File: config.mk
export PLATFORM = sky130hd
export DESIGN_NAME = adaptive_voice_activity_detector_unit
export DESIGN_NICKNAME = d
export VERILOG_FILES = /design/src/rtl/avad_pkg.sv /design/src/rtl/avad_front.sv /design/src/rtl/avad_back.sv /design/src/rtl/adaptive_voice_activity_detector_unit.sv
export SDC_FILE = /design/constraint.sdc
export NUM_CORES = 2
export LEC_CHECK = 0
export ABC_CLOCK_PERIOD_IN_PS = 14350
export BUFFER_PORTS_ARGS = -buffer_cell sky130_fd_sc_hd__buf_4
export CAP_MARGIN = 20
export CORE_ASPECT_RATIO = 0.9
export CORE_MARGIN = 2
export CORE_UTILIZATION = 60
export CTS_BUF_LIST = sky130_fd_sc_hd__clkbuf_16
export DETAILED_ROUTE_END_ITERATION = 12
export GPL_TIMING_DRIVEN = 0
export HOLD_SLACK_MARGIN = 0.12
export PLACE_DENSITY = 0.76
export SLEW_MARGIN = 20
export SYNTH_ARGS = -nofsm -noshare
export SYNTH_HDL_FRONTEND = slang
export SYNTH_SLANG_ARGS = --single-unit
File: constraint.sdc
create_clock -name i_clk -period 14.35 [get_ports i_clk]
set_clock_uncertainty 0.2 [all_clocks]
set_input_delay 0.7175 -clock i_clk [delete_from_list [all_inputs] [get_ports i_clk]]
set_output_delay 0.7175 -clock i_clk [all_outputs]
set_load 0.03 [all_outputs]
File: src/rtl/avad_pkg.sv
// Shared types and constants for the adaptive voice activity detector.
// No dependencies; imported by every module of the block.
`timescale 1ns / 1ps

package avad_pkg;

    // Fixed field widths
    localparam int SAMPLE_W = 16;
    localparam int LEVEL_W  = 15;
    localparam int SENS_W   = 10;
    localparam int CFG_W    = 16;
    localparam int BG_W     = 17;   // one background entry, -32768 .. 32768
    localparam int GAIN_W   = 11;   // 640 - sensitivity, signed

    // Threshold arithmetic: history_sum * (640 - sens) / 4096
    localparam int GAIN_BASE = 640;
    localparam int THR_SHIFT = 12;
    localparam int THR_FLOOR = -32768;
    localparam int BG_INIT   = 32768;   // 1.0 in Q1.15

    // Configuration reset values
    localparam logic [LEVEL_W-1:0] LEVEL_RESET = 15'd655;
    localparam logic [SENS_W-1:0]  SENS_RESET  = 10'd128;

    // Configuration register indexes
    typedef enum logic [1:0] {
        CFG_LEVEL_THRESHOLD = 2'd0,
        CFG_SENSITIVITY     = 2'd1
    } t_cfg_index;

    // Per-beat control travelling from front to back
    typedef struct packed {
        logic judge;        // a block closes on this sample and must be judged
        logic buf_end;      // buffer closes on this sample
        logic call_end;     // call closes on this sample
        logic short_buf;    // closing buffer never completed a full block
    } t_mid_flags;

endpackage

File: src/rtl/avad_front.sv
// Front end: accepts samples, keeps the sliding block window and its sum,
// decides where blocks close, and queues classified beats for the back end.
// Depends on avad_pkg.
`timescale 1ns / 1ps

module avad_front #(
    parameter int CHANNELS  = 2,
    parameter int BLOCK_LEN = 128,
    parameter int CH_W      = 1,
    parameter int SUM_W     = 24
) (
    input  logic                              i_clk,
    input  logic                              i_rst_n,
    input  logic                              push,
    output logic                              full,
    input  logic signed [avad_pkg::SAMPLE_W-1:0] i_sample_value,
    input  logic [CH_W-1:0]                   i_channel_index,
    input  logic                              i_end_of_buffer,
    input  logic                              i_end_of_call,
    output logic                              o_mq_valid,
    input  logic                              i_mq_pop,
    output logic signed [SUM_W-1:0]           o_mq_sum,
    output logic [CH_W-1:0]                   o_mq_ch,
    output avad_pkg::t_mid_flags              o_mq_flags
);
    import avad_pkg::*;

    localparam int PH_W     = $clog2(BLOCK_LEN);
    localparam int MQ_DEPTH = 4;
    localparam int MQ_AW    = $clog2(MQ_DEPTH);
    localparam int MQ_CW    = MQ_AW + 1;
    localparam logic [CH_W:0]   CH_NUM  = (CH_W+1)'(CHANNELS);
    localparam logic [CH_W-1:0] CH_LAST = CH_W'(CHANNELS - 1);

    // Sample window memory with per-entry valid bits (unwritten reads as zero)
    logic signed [SAMPLE_W-1:0] r_win_mem [BLOCK_LEN];
    logic [BLOCK_LEN-1:0]       r_win_vld;

    logic [PH_W-1:0]            r_phase;
    logic                       r_full_seen;
    logic signed [SUM_W-1:0]    r_wsum;

    // Read stage registers
    logic                       r_s1_valid;
    logic signed [SAMPLE_W-1:0] r_s1_sample;
    logic [CH_W-1:0]            r_s1_ch;
    t_mid_flags                 r_s1_flags;
    logic [PH_W-1:0]            r_s1_addr;
    logic                       r_s1_fwd;
    logic signed [SAMPLE_W-1:0] r_s1_fwd_data;
    logic signed [SAMPLE_W-1:0] r_rd_data;
    logic                       r_rd_vld;

    // Queue towards the back end
    logic signed [SUM_W-1:0]    r_mq_sum   [MQ_DEPTH];
    logic [CH_W-1:0]            r_mq_ch    [MQ_DEPTH];
    t_mid_flags                 r_mq_flags [MQ_DEPTH];
    logic [MQ_AW-1:0]           r_mq_wp;
    logic [MQ_AW-1:0]           r_mq_rp;
    logic [MQ_CW-1:0]           r_mq_cnt;

    logic                       w_accept;
    logic [CH_W-1:0]            w_ch;
    logic                       w_wrap;
    logic [PH_W-1:0]            w_next_phase;
    logic                       w_full_after;
    logic                       w_buf_end;
    t_mid_flags                 w_flags;
    logic signed [SAMPLE_W-1:0] w_old;
    logic signed [SUM_W-1:0]    w_sum_next;
    logic                       w_mq_pop;

    // Credit check: room for the beat in the read stage plus this one
    assign full     = (r_mq_cnt + MQ_CW'(r_s1_valid)) >= MQ_CW'(MQ_DEPTH);
    assign w_accept = push & ~full;

    // Classify the incoming sample
    always_comb begin
        w_ch         = ({1'b0, i_channel_index} >= CH_NUM) ? CH_LAST : i_channel_index;
        w_wrap       = (r_phase == PH_W'(BLOCK_LEN - 1));
        w_next_phase = w_wrap ? '0 : r_phase + PH_W'(1);
        w_full_after = r_full_seen | w_wrap;
        w_buf_end    = i_end_of_buffer | i_end_of_call;
        w_flags.judge     = w_wrap |
                            (w_buf_end & w_full_after & (w_next_phase > PH_W'(BLOCK_LEN / 4)));
        w_flags.buf_end   = w_buf_end;
        w_flags.call_end  = i_end_of_call;
        w_flags.short_buf = ~w_full_after;
    end

    // Block phase tracking
    always_ff @(posedge i_clk) begin
        if (!i_rst_n) begin
            r_phase     <= '0;
            r_full_seen <= 1'b0;
        end else if (w_accept) begin
            r_phase     <= w_buf_end ? '0 : w_next_phase;
            r_full_seen <= w_buf_end ? 1'b0 : w_full_after;
        end
    end

    // Window read at accept; forward when the beat ahead writes the same slot
    always_ff @(posedge i_clk) begin
        if (w_accept) begin
            r_rd_data     <= r_win_mem[r_phase];
            r_s1_sample   <= i_sample_value;
            r_s1_ch       <= w_ch;
            r_s1_flags    <= w_flags;
            r_s1_addr     <= r_phase;
            r_s1_fwd_data <= r_s1_sample;
        end
    end

    always_ff @(posedge i_clk) begin
        if (!i_rst_n) begin
            r_s1_valid <= 1'b0;
            r_s1_fwd   <= 1'b0;
            r_rd_vld   <= 1'b0;
        end else begin
            r_s1_valid <= w_accept;
            if (w_accept) begin
                r_s1_fwd <= r_s1_valid & (r_s1_addr == r_phase);
                r_rd_vld <= r_win_vld[r_phase];
            end
        end
    end

    // Sliding sum update and window write
    always_comb begin
        w_old      = r_s1_fwd ? r_s1_fwd_data : (r_rd_vld ? r_rd_data : '0);
        w_sum_next = r_wsum
                   + {{(SUM_W-SAMPLE_W){r_s1_sample[SAMPLE_W-1]}}, r_s1_sample}
                   - {{(SUM_W-SAMPLE_W){w_old[SAMPLE_W-1]}}, w_old};
    end

    always_ff @(posedge i_clk) begin
        if (r_s1_valid) begin
            r_win_mem[r_s1_addr] <= r_s1_sample;
        end
    end

    always_ff @(posedge i_clk) begin
        if (!i_rst_n) begin
            r_win_vld <= '0;
            r_wsum    <= '0;
        end else if (r_s1_valid) begin
            r_win_vld[r_s1_addr] <= 1'b1;
            r_wsum               <= w_sum_next;
        end
    end

    // Queue to the back end
    assign w_mq_pop   = i_mq_pop & o_mq_valid;
    assign o_mq_valid = (r_mq_cnt != '0);
    assign o_mq_sum   = r_mq_sum[r_mq_rp];
    assign o_mq_ch    = r_mq_ch[r_mq_rp];
    assign o_mq_flags = r_mq_flags[r_mq_rp];

    always_ff @(posedge i_clk) begin
        if (r_s1_valid) begin
            r_mq_sum[r_mq_wp]   <= w_sum_next;
            r_mq_ch[r_mq_wp]    <= r_s1_ch;
            r_mq_flags[r_mq_wp] <= r_s1_flags;
        end
    end

    always_ff @(posedge i_clk) begin
        if (!i_rst_n) begin
            r_mq_wp  <= '0;
            r_mq_rp  <= '0;
            r_mq_cnt <= '0;
        end else begin
            if (r_s1_valid) begin
                r_mq_wp <= r_mq_wp + MQ_AW'(1);
            end
            if (w_mq_pop) begin
                r_mq_rp <= r_mq_rp + MQ_AW'(1);
            end
            r_mq_cnt <= r_mq_cnt + MQ_CW'(r_s1_valid) - MQ_CW'(w_mq_pop);
        end
    end

endmodule

File: src/rtl/avad_back.sv
// Back end: judges closed blocks against the per-channel threshold, tracks
// the least block, updates the background history and queues call results.
// Depends on avad_pkg.
`timescale 1ns / 1ps

module avad_back #(
    parameter int CHANNELS      = 2,
    parameter int BLOCK_LEN     = 128,
    parameter int HISTORY_DEPTH = 16,
    parameter int CH_W          = 1,
    parameter int SUM_W         = 24
) (
    input  logic                            i_clk,
    input  logic                            i_rst_n,
    input  logic                            i_mq_valid,
    output logic                            o_mq_pop,
    input  logic signed [SUM_W-1:0]         i_mq_sum,
    input  logic [CH_W-1:0]                 i_mq_ch,
    input  avad_pkg::t_mid_flags            i_mq_flags,
    input  logic [avad_pkg::LEVEL_W-1:0]    i_level,
    input  logic [avad_pkg::SENS_W-1:0]     i_sens,
    output logic                            empty,
    input  logic                            pop,
    output logic                            o_voice_active,
    output logic                            o_short_buffer
);
    import avad_pkg::*;

    localparam int BLK_SH   = $clog2(BLOCK_LEN);
    localparam int SL_W     = $clog2(HISTORY_DEPTH);
    localparam int HM_DEPTH = CHANNELS * HISTORY_DEPTH;
    localparam int HA_W     = $clog2(HM_DEPTH);
    localparam int TOT_W    = BG_W + SL_W;
    localparam int PROD_W   = TOT_W + GAIN_W;
    localparam logic signed [SUM_W-1:0]  LEAST_INIT = SUM_W'(BG_INIT * BLOCK_LEN);
    localparam logic signed [PROD_W-1:0] THR_LOW    = PROD_W'(THR_FLOOR);
    localparam logic signed [GAIN_W-1:0] GAIN_TOP   = GAIN_W'(GAIN_BASE);

    // Background history memory and its valid bits
    logic signed [BG_W-1:0]  r_hist_mem [HM_DEPTH];
    logic [HM_DEPTH-1:0]     r_hist_vld;
    logic signed [TOT_W-1:0] r_total [CHANNELS];
    logic [SL_W-1:0]         r_slot;

    // Buffer and call state
    logic signed [SUM_W-1:0] r_least;
    logic                    r_active;
    logic                    r_short;

    // Work stage registers
    logic                     r_bk_valid;
    logic signed [SUM_W-1:0]  r_bk_sum;
    logic [CH_W-1:0]          r_bk_ch;
    t_mid_flags               r_bk_flags;
    logic [HA_W-1:0]          r_bk_addr;
    logic signed [PROD_W-1:0] r_bk_prod;
    logic signed [TOT_W-1:0]  r_bk_tot;
    logic signed [BG_W-1:0]   r_hist_rd;
    logic                     r_bk_hvld;
    logic                     r_bk_fwd;
    logic signed [BG_W-1:0]   r_bk_fwd_data;

    // Result queue
    logic [1:0] r_oq_act;
    logic [1:0] r_oq_sh;
    logic       r_oq_wp;
    logic       r_oq_rp;
    logic [1:0] r_oq_cnt;

    logic                     w_en;
    logic                     w_done;
    logic                     w_oq_pop;
    logic [HA_W-1:0]          w_haddr;
    logic signed [TOT_W-1:0]  w_tot_raw;
    logic signed [GAIN_W-1:0] w_gain;
    logic signed [PROD_W-1:0] w_prod;
    logic signed [PROD_W-1:0] w_thr_full;
    logic signed [PROD_W-1:0] w_thr_min;
    logic signed [PROD_W-1:0] w_level;
    logic signed [SAMPLE_W-1:0] w_thr;
    logic signed [SUM_W-1:0]  w_thr_blk;
    logic                     w_act;
    logic signed [SUM_W-1:0]  w_least_new;
    logic signed [SUM_W-1:0]  w_bg_full;
    logic signed [BG_W-1:0]   w_bg;
    logic signed [BG_W-1:0]   w_hold;
    logic signed [TOT_W-1:0]  w_tot_new;
    logic                     w_active_cur;
    logic                     w_short_cur;

    // Stall only when a call result has nowhere to go
    assign w_en     = ~(r_bk_valid & r_bk_flags.call_end & (r_oq_cnt == 2'd2));
    assign w_done   = r_bk_valid & w_en;
    assign o_mq_pop = i_mq_valid & w_en;

    // Entry: history address, threshold product
    always_comb begin
        w_haddr   = HA_W'(32'(i_mq_ch) * HISTORY_DEPTH + 32'(r_slot));
        w_tot_raw = r_total[i_mq_ch];
        w_gain    = GAIN_TOP - $signed({1'b0, i_sens});
        w_prod    = PROD_W'(w_tot_raw) * PROD_W'(w_gain);
    end

    always_ff @(posedge i_clk) begin
        if (o_mq_pop) begin
            r_bk_sum      <= i_mq_sum;
            r_bk_ch       <= i_mq_ch;
            r_bk_flags    <= i_mq_flags;
            r_bk_addr     <= w_haddr;
            r_bk_prod     <= w_prod;
            r_hist_rd     <= r_hist_mem[w_haddr];
            r_bk_fwd_data <= w_bg;
            // the beat ahead may rewrite this channel's total on this edge
            r_bk_tot      <= (w_done & r_bk_flags.buf_end & (r_bk_ch == i_mq_ch)) ?
                             w_tot_new : w_tot_raw;
        end
    end

    always_ff @(posedge i_clk) begin
        if (!i_rst_n) begin
            r_bk_valid <= 1'b0;
            r_bk_hvld  <= 1'b0;
            r_bk_fwd   <= 1'b0;
            r_slot     <= '0;
        end else if (w_en) begin
            r_bk_valid <= i_mq_valid;
            if (o_mq_pop) begin
                r_bk_hvld <= r_hist_vld[w_haddr];
                r_bk_fwd  <= r_bk_valid & r_bk_flags.buf_end & (r_bk_addr == w_haddr);
                if (i_mq_flags.call_end) begin
                    r_slot <= (r_slot == SL_W'(HISTORY_DEPTH - 1)) ? '0 : r_slot + SL_W'(1);
                end
            end
        end
    end

    // Judge, least block and background update
    always_comb begin
        w_thr_full   = r_bk_prod >>> THR_SHIFT;
        w_level      = $signed({{(PROD_W-LEVEL_W){1'b0}}, i_level});
        w_thr_min    = (w_thr_full < w_level) ? w_thr_full : w_level;
        w_thr        = (w_thr_min < THR_LOW) ? SAMPLE_W'(THR_LOW) : SAMPLE_W'(w_thr_min);
        w_thr_blk    = {{(SUM_W-SAMPLE_W){w_thr[SAMPLE_W-1]}}, w_thr} <<< BLK_SH;
        w_act        = r_bk_flags.judge & (r_bk_sum > w_thr_blk);
        w_least_new  = (r_bk_flags.judge & (r_bk_sum < r_least)) ? r_bk_sum : r_least;
        w_bg_full    = w_least_new >>> BLK_SH;
        w_bg         = BG_W'(w_bg_full);
        w_hold       = r_bk_fwd ? r_bk_fwd_data : (r_bk_hvld ? r_hist_rd : '0);
        w_tot_new    = r_bk_tot - {{(TOT_W-BG_W){w_hold[BG_W-1]}}, w_hold}
                                + {{(TOT_W-BG_W){w_bg[BG_W-1]}}, w_bg};
        w_active_cur = r_active | w_act;
        w_short_cur  = r_short | (r_bk_flags.buf_end & r_bk_flags.short_buf);
    end

    always_ff @(posedge i_clk) begin
        if (w_done & r_bk_flags.buf_end) begin
            r_hist_mem[r_bk_addr] <= w_bg;
        end
    end

    always_ff @(posedge i_clk) begin
        if (!i_rst_n) begin
            r_hist_vld <= '0;
            r_least    <= LEAST_INIT;
            r_active   <= 1'b0;
            r_short    <= 1'b0;
            for (int c = 0; c < CHANNELS; c++) begin
                r_total[c] <= '0;
            end
        end else if (w_done) begin
            r_least  <= r_bk_flags.buf_end ? LEAST_INIT : w_least_new;
            r_active <= r_bk_flags.call_end ? 1'b0 : w_active_cur;
            r_short  <= r_bk_flags.call_end ? 1'b0 : w_short_cur;
            if (r_bk_flags.buf_end) begin
                r_hist_vld[r_bk_addr] <= 1'b1;
                r_total[r_bk_ch]      <= w_tot_new;
            end
        end
    end

    // Result queue, two beats deep
    assign empty          = (r_oq_cnt == 2'd0);
    assign w_oq_pop       = pop & ~empty;
    assign o_voice_active = r_oq_act[r_oq_rp];
    assign o_short_buffer = r_oq_sh[r_oq_rp];

    always_ff @(posedge i_clk) begin
        if (w_done & r_bk_flags.call_end) begin
            r_oq_act[r_oq_wp] <= w_active_cur;
            r_oq_sh[r_oq_wp]  <= w_short_cur;
        end
    end

    always_ff @(posedge i_clk) begin
        if (!i_rst_n) begin
            r_oq_wp  <= 1'b0;
            r_oq_rp  <= 1'b0;
            r_oq_cnt <= 2'd0;
        end else begin
            if (w_done & r_bk_flags.call_end) begin
                r_oq_wp <= ~r_oq_wp;
            end
            if (w_oq_pop) begin
                r_oq_rp <= ~r_oq_rp;
            end
            r_oq_cnt <= r_oq_cnt + 2'(w_done & r_bk_flags.call_end) - 2'(w_oq_pop);
        end
    end

endmodule

File: src/rtl/adaptive_voice_activity_detector_unit.sv
// Top level of the adaptive voice activity detector: configuration
// registers, front end (window and sum) and back end (judge and history).
// Depends on avad_pkg, avad_front, avad_back.
`timescale 1ns / 1ps

// Takes one Q1.15 sample per clock, while full is low, through a push/full
// queue port and gives one result beat (voice_active, short_buffer) per call
// through empty/pop. Sustained rate is one sample per cycle: the sliding
// window memory is read when a sample is taken and written in the next
// cycle, and the back end finishes one beat per cycle unless a call result
// waits on a full result queue. A call's result beat passes the read stage,
// front-to-back queue and back-end work stage; full rises only when the
// four-entry queue between front and back and the two-entry result queue
// back up. No clearing pass after reset. BLOCK_LEN must be a power of two.
// Configuration writes are taken every cycle (cfg ready stays high).
module adaptive_voice_activity_detector_unit #(
    parameter int CHANNELS      = 2,
    parameter int BLOCK_LEN     = 128,
    parameter int HISTORY_DEPTH = 16,
    parameter int CH_W          = 1
) (
    input  logic                                 i_clk,
    input  logic                                 i_rst_n,
    input  logic                                 push,
    output logic                                 full,
    input  logic signed [avad_pkg::SAMPLE_W-1:0] i_sample_value,
    input  logic [CH_W-1:0]                      i_channel_index,
    input  logic                                 i_end_of_buffer,
    input  logic                                 i_end_of_call,
    output logic                                 empty,
    input  logic                                 pop,
    output logic                                 o_voice_active,
    output logic                                 o_short_buffer,
    input  logic                                 i_cfg_valid,
    output logic                                 o_cfg_ready,
    input  logic [1:0]                           i_cfg_index,
    input  logic [avad_pkg::CFG_W-1:0]           i_cfg_data
);
    import avad_pkg::*;

    localparam int SUM_W = SAMPLE_W + 1 + $clog2(BLOCK_LEN);

    logic [LEVEL_W-1:0]      r_level;
    logic [SENS_W-1:0]       r_sens;

    logic                    w_mq_valid;
    logic                    w_mq_pop;
    logic signed [SUM_W-1:0] w_mq_sum;
    logic [CH_W-1:0]         w_mq_ch;
    t_mid_flags              w_mq_flags;

    // Configuration registers
    assign o_cfg_ready = 1'b1;

    always_ff @(posedge i_clk) begin
        if (!i_rst_n) begin
            r_level <= LEVEL_RESET;
            r_sens  <= SENS_RESET;
        end else if (i_cfg_valid & o_cfg_ready) begin
            case (i_cfg_index)
                CFG_LEVEL_THRESHOLD: r_level <= i_cfg_data[LEVEL_W-1:0];
                CFG_SENSITIVITY:     r_sens  <= i_cfg_data[SENS_W-1:0];
                default: ;
            endcase
        end
    end

    avad_front #(
        .CHANNELS  (CHANNELS),
        .BLOCK_LEN (BLOCK_LEN),
        .CH_W      (CH_W),
        .SUM_W     (SUM_W)
    ) u_front (
        .i_clk           (i_clk),
        .i_rst_n         (i_rst_n),
        .push            (push),
        .full            (full),
        .i_sample_value  (i_sample_value),
        .i_channel_index (i_channel_index),
        .i_end_of_buffer (i_end_of_buffer),
        .i_end_of_call   (i_end_of_call),
        .o_mq_valid      (w_mq_valid),
        .i_mq_pop        (w_mq_pop),
        .o_mq_sum        (w_mq_sum),
        .o_mq_ch         (w_mq_ch),
        .o_mq_flags      (w_mq_flags)
    );

    avad_back #(
        .CHANNELS      (CHANNELS),
        .BLOCK_LEN     (BLOCK_LEN),
        .HISTORY_DEPTH (HISTORY_DEPTH),
        .CH_W          (CH_W),
        .SUM_W         (SUM_W)
    ) u_back (
        .i_clk          (i_clk),
        .i_rst_n        (i_rst_n),
        .i_mq_valid     (w_mq_valid),
        .o_mq_pop       (w_mq_pop),
        .i_mq_sum       (w_mq_sum),
        .i_mq_ch        (w_mq_ch),
        .i_mq_flags     (w_mq_flags),
        .i_level        (r_level),
        .i_sens         (r_sens),
        .empty          (empty),
        .pop            (pop),
        .o_voice_active (o_voice_active),
        .o_short_buffer (o_short_buffer)
    );

endmodule
==> out/results.txt <==
Ys async rst share -> 0%
Post_cts resized -> 0
Area Overhead vs Synth -> 13.80%
Worst-Skew Late Latency -> 0.96 ns
Layout net count -> 8169
Crit-path max cell delay -> 0.66 ns
Synth Register Bits -> 3188
Hold Path Class -> in -> reg
Synth Net Count -> 7559
Drt initial violations -> 9695
Root buffer cell -> clkbuf_16
Measured slew at the worst slew-check pin -> 1.231 ns
Final Max Slew Viols -> 0
Setup Slack @ Placement -> 5.524 ns
Fin area -> 152200 sq um
Synthesis Warnings -> 0
DP Area -> 141800 sq um
Fin cells -> 10930
Clock tree buffer depth -> 4
RSZ-0062 raised after global routing -> false
# IOs -> 47
Synth Cell Area -> 133800 sq um
Largest net degree at the start of global routing -> 55
Starting Density -> 60.31%
Gr usage total -> 31.53%
Buf/Inv on CP -> 6
Status -> completed
Synth area leader -> edfxtp_1
Power density over the cells -> 175.0 nW/um^2
Arr. time, crit path -> 9.42 ns
Leakage -> 50.52 nW
WHS -> 0.1850 ns
Crit path kind -> reg -> reg
Max FO, Critical Path -> 10
Hold Vio Cnt, Final -> 0
Worst-path clk slew -> 0.06 ns
Top delay family on crit path -> adder cells
CTS tree -> built
GRT Residual Overflow -> 0
Register area share after synthesis -> 69.57%
CTS buffer count -> 319
Initial antenna violation count -> 18
Top-area cell type share of the netlist area -> 65.59%
Core Rows -> 164
Via-to-Cell Ratio -> 6.543
CTS sink cnt -> 3188
Cell variety after synth -> 62
Final RePlAce weighted congestion -> 0.9401
Core Box Area -> 221800 sq um
Setup crit start -> r_sens[0]
Post-route setup TNS -> 0 ns
Synth Area per Inst -> 18.87 sq um
Period utilization -> 62.36%
Placed cell count -> 10330
Hpwl dp -> 235000 microns
HP Start -> pop
Max-cap violations -> 0
Reg2Reg Setup Slack -> 5.40 ns
F_max -> 111.8 MHz
Share of layout cells above drive strength 1 -> 24.76%
DR WL/cell -> 32.26 microns
Mapped Cells -> 7089
Peak VDD IR -> 0.0001648 V
Reg2reg start -> r_sens[0]
H-tree Lvls -> 5
Via count -> 71500
DRT antenna net count -> 0
Setup crit start kind -> flop
Number of remaining DRC errors -> 0
Util after Layout -> 68.63%
Setup Viol. Count Final -> 0
Min Tclk post-route -> 8.948 ns
Die ar. -> 226700 sq um
Post-CTS Hold Fix Bufs -> 36
Crit path max-delay cell type -> o21ai_1
Die height -> 451.9 microns
Worst EP required -> 14.82 ns
First-pass GRT wire length -> 510600 microns
Setup bufs post-CTS -> 0
Routed WL -> 352600 microns
Relative slew margins -> 17.92%
Die width -> 501.7 microns
Fill cell count -> 13380
EDFF count, synth -> 2922
Router iterations before antenna repair -> 8
Top FF cell, synth -> edfxtp_1
CP Capture Type -> flop
Design Power -> 26.64 mW
Port buffer count -> 44
Largest cells by area after synthesis -> edfxtp_1, mux4_2, dfxtp_1
Vias in the first global route -> 72990
Final setup margin -> 5.402 ns
sequential cells by signal, indices dropped and copies added (netlist names), 10 cells and up, named ones only:
name / count
u_front.r_win_vld: 128
u_front.r_mq_sum: 96
u_back.r_bk_tot: 21
u_front.r_mq_flags: 16
u_back.r_least: 24
u_front.r_wsum: 24
u_back.r_bk_prod: 20
u_front.r_win_mem: 2048
r_level: 15
u_back.r_bk_fwd_data: 17
u_back.r_hist_rd: 17
u_back.r_hist_vld: 32
u_back.r_bk_sum: 24
u_front.r_s1_fwd_data: 16
u_front.r_s1_sample: 16
u_back.r_hist_mem: 544
r_sens: 10
u_front.r_rd_data: 16
u_back.r_total: 42
power by group:
part / internal, mW / total (mW) / switching [mW]
Sequential: 11.2 / 11.4 / 0.218
Combinational: 2.67 / 7.07 / 4.40
Clock: 4.65 / 8.13 / 3.48
worst paths after layout:
check | end | cells past startpoint
setup / recovery | u_back.r_bk_prod[28] | 26
hold / removal | u_back.r_oq_rp | 4
setup reg to reg | u_back.r_bk_prod[28] | 26
hold reg to reg | u_front.r_s1_addr[6] | 0
cell usage in the layout (no fill, tap or decap), drive strengths merged, types with 69 or more instances in the layout:
master	instances
clkbuf	541
a21oi	84
ha	180
nor2	718
mux4	923
clkinv	112
inv	536
buf	372
mux2	71
fa	248
dfxtp	266
mux2i	90
edfxtp	2922
nand2	245
xnor2	69
layout make-up:
cell class | instances | area [sq um] | share of cell area, %
well taps | 2988 | 3739 | 2.456
repair buffers | 289 | 3857 | 2.534
clock buffers | 330 | 8258 | 5.425
flip-flops and latches | 3188 | 93070 | 61.14
plain buffers | 330 | 1396 | 0.9173
diodes | 7 | 17.52 | 0.01151
inverters | 463 | 1738 | 1.142
multi-input cells | 3108 | 38410 | 25.23
clock inverters | 225 | 1743 | 1.145
metal layers:
layer  track usage, %  up-vias  routed length, microns
met5                0        -                      80
li1                 -    28820                       -
met4            14.81       12                   19390
met3            6.500      951                   34010
met2            50.83     4454                  171800
met1            41.79    37270                  127300
worst reg2reg max path, cell delays in order (launching register included):
cell      delay, ns
dfxtp_1        0.45
inv_1          0.26
clkbuf_1       0.46
ha_1           0.39
nand3b_1       0.19
o21a_1         0.25
o21ai_1        0.66
inv_1          0.37
nand2_1        0.17
fa_1           0.43
fa_1           0.49
inv_1          0.05
fa_1           0.38
fa_1           0.51
inv_1          0.05
fa_1           0.47
inv_1          0.04
ha_1           0.21
a211oi_1       0.28
nand2_1        0.09
a21oi_1        0.47
nor3_1         0.17
o31ai_1        0.50
a21oi_1        0.22
or4b_2         0.65
a31oi_1        0.22
xnor2_1        0.10
cells in the mapped netlist (8+ instances only):
| cell | number |
|---|---|
| o211ai_1 | 15 |
| o21bai_1 | 9 |
| or3_1 | 9 |
| mux2_2 | 71 |
| or2_2 | 9 |
| nor2b_1 | 38 |
| mux4_2 | 923 |
| clkbuf_1 | 200 |
| xor2_1 | 31 |
| a21o_1 | 42 |
| dfxtp_1 | 266 |
| xnor2_1 | 69 |
| buf_1 | 63 |
| nand3b_1 | 8 |
| nand3_1 | 29 |
| o21a_1 | 12 |
| mux2i_1 | 90 |
| fa_1 | 248 |
| inv_1 | 463 |
| nor3_1 | 18 |
| edfxtp_1 | 2922 |
| a22o_1 | 35 |
| a211oi_1 | 10 |
| and3_1 | 15 |
| o21ai_0 | 51 |
| nand2_1 | 245 |
| nand4_1 | 18 |
| a21oi_1 | 84 |
| nand2b_1 | 22 |
| ha_1 | 180 |
| a31oi_1 | 9 |
| nor2_1 | 718 |
| buf_2 | 65 |
| and2_1 | 39 |
logic make-up (layout without fill, tap and decap cells):
group | after synthesis | after routing | share of synthesized area (%)
AO/OA/AOI/OAI | 308 | 308 | 1.529
XOR/XNOR | 100 | 100 | 0.6547
adder cells (fa/ha/maj) | 428 | 428 | 5.395
buffers and inverters | 793 | 1637 | 2.294
flip-flops | 3188 | 3188 | 69.57
multiplexers | 1084 | 1084 | 16.81
other | 1 | 8 | 0.002803
AND/OR/NAND/NOR | 1187 | 1187 | 3.738
Note: power is estimated with default switching activity, not from simulation.
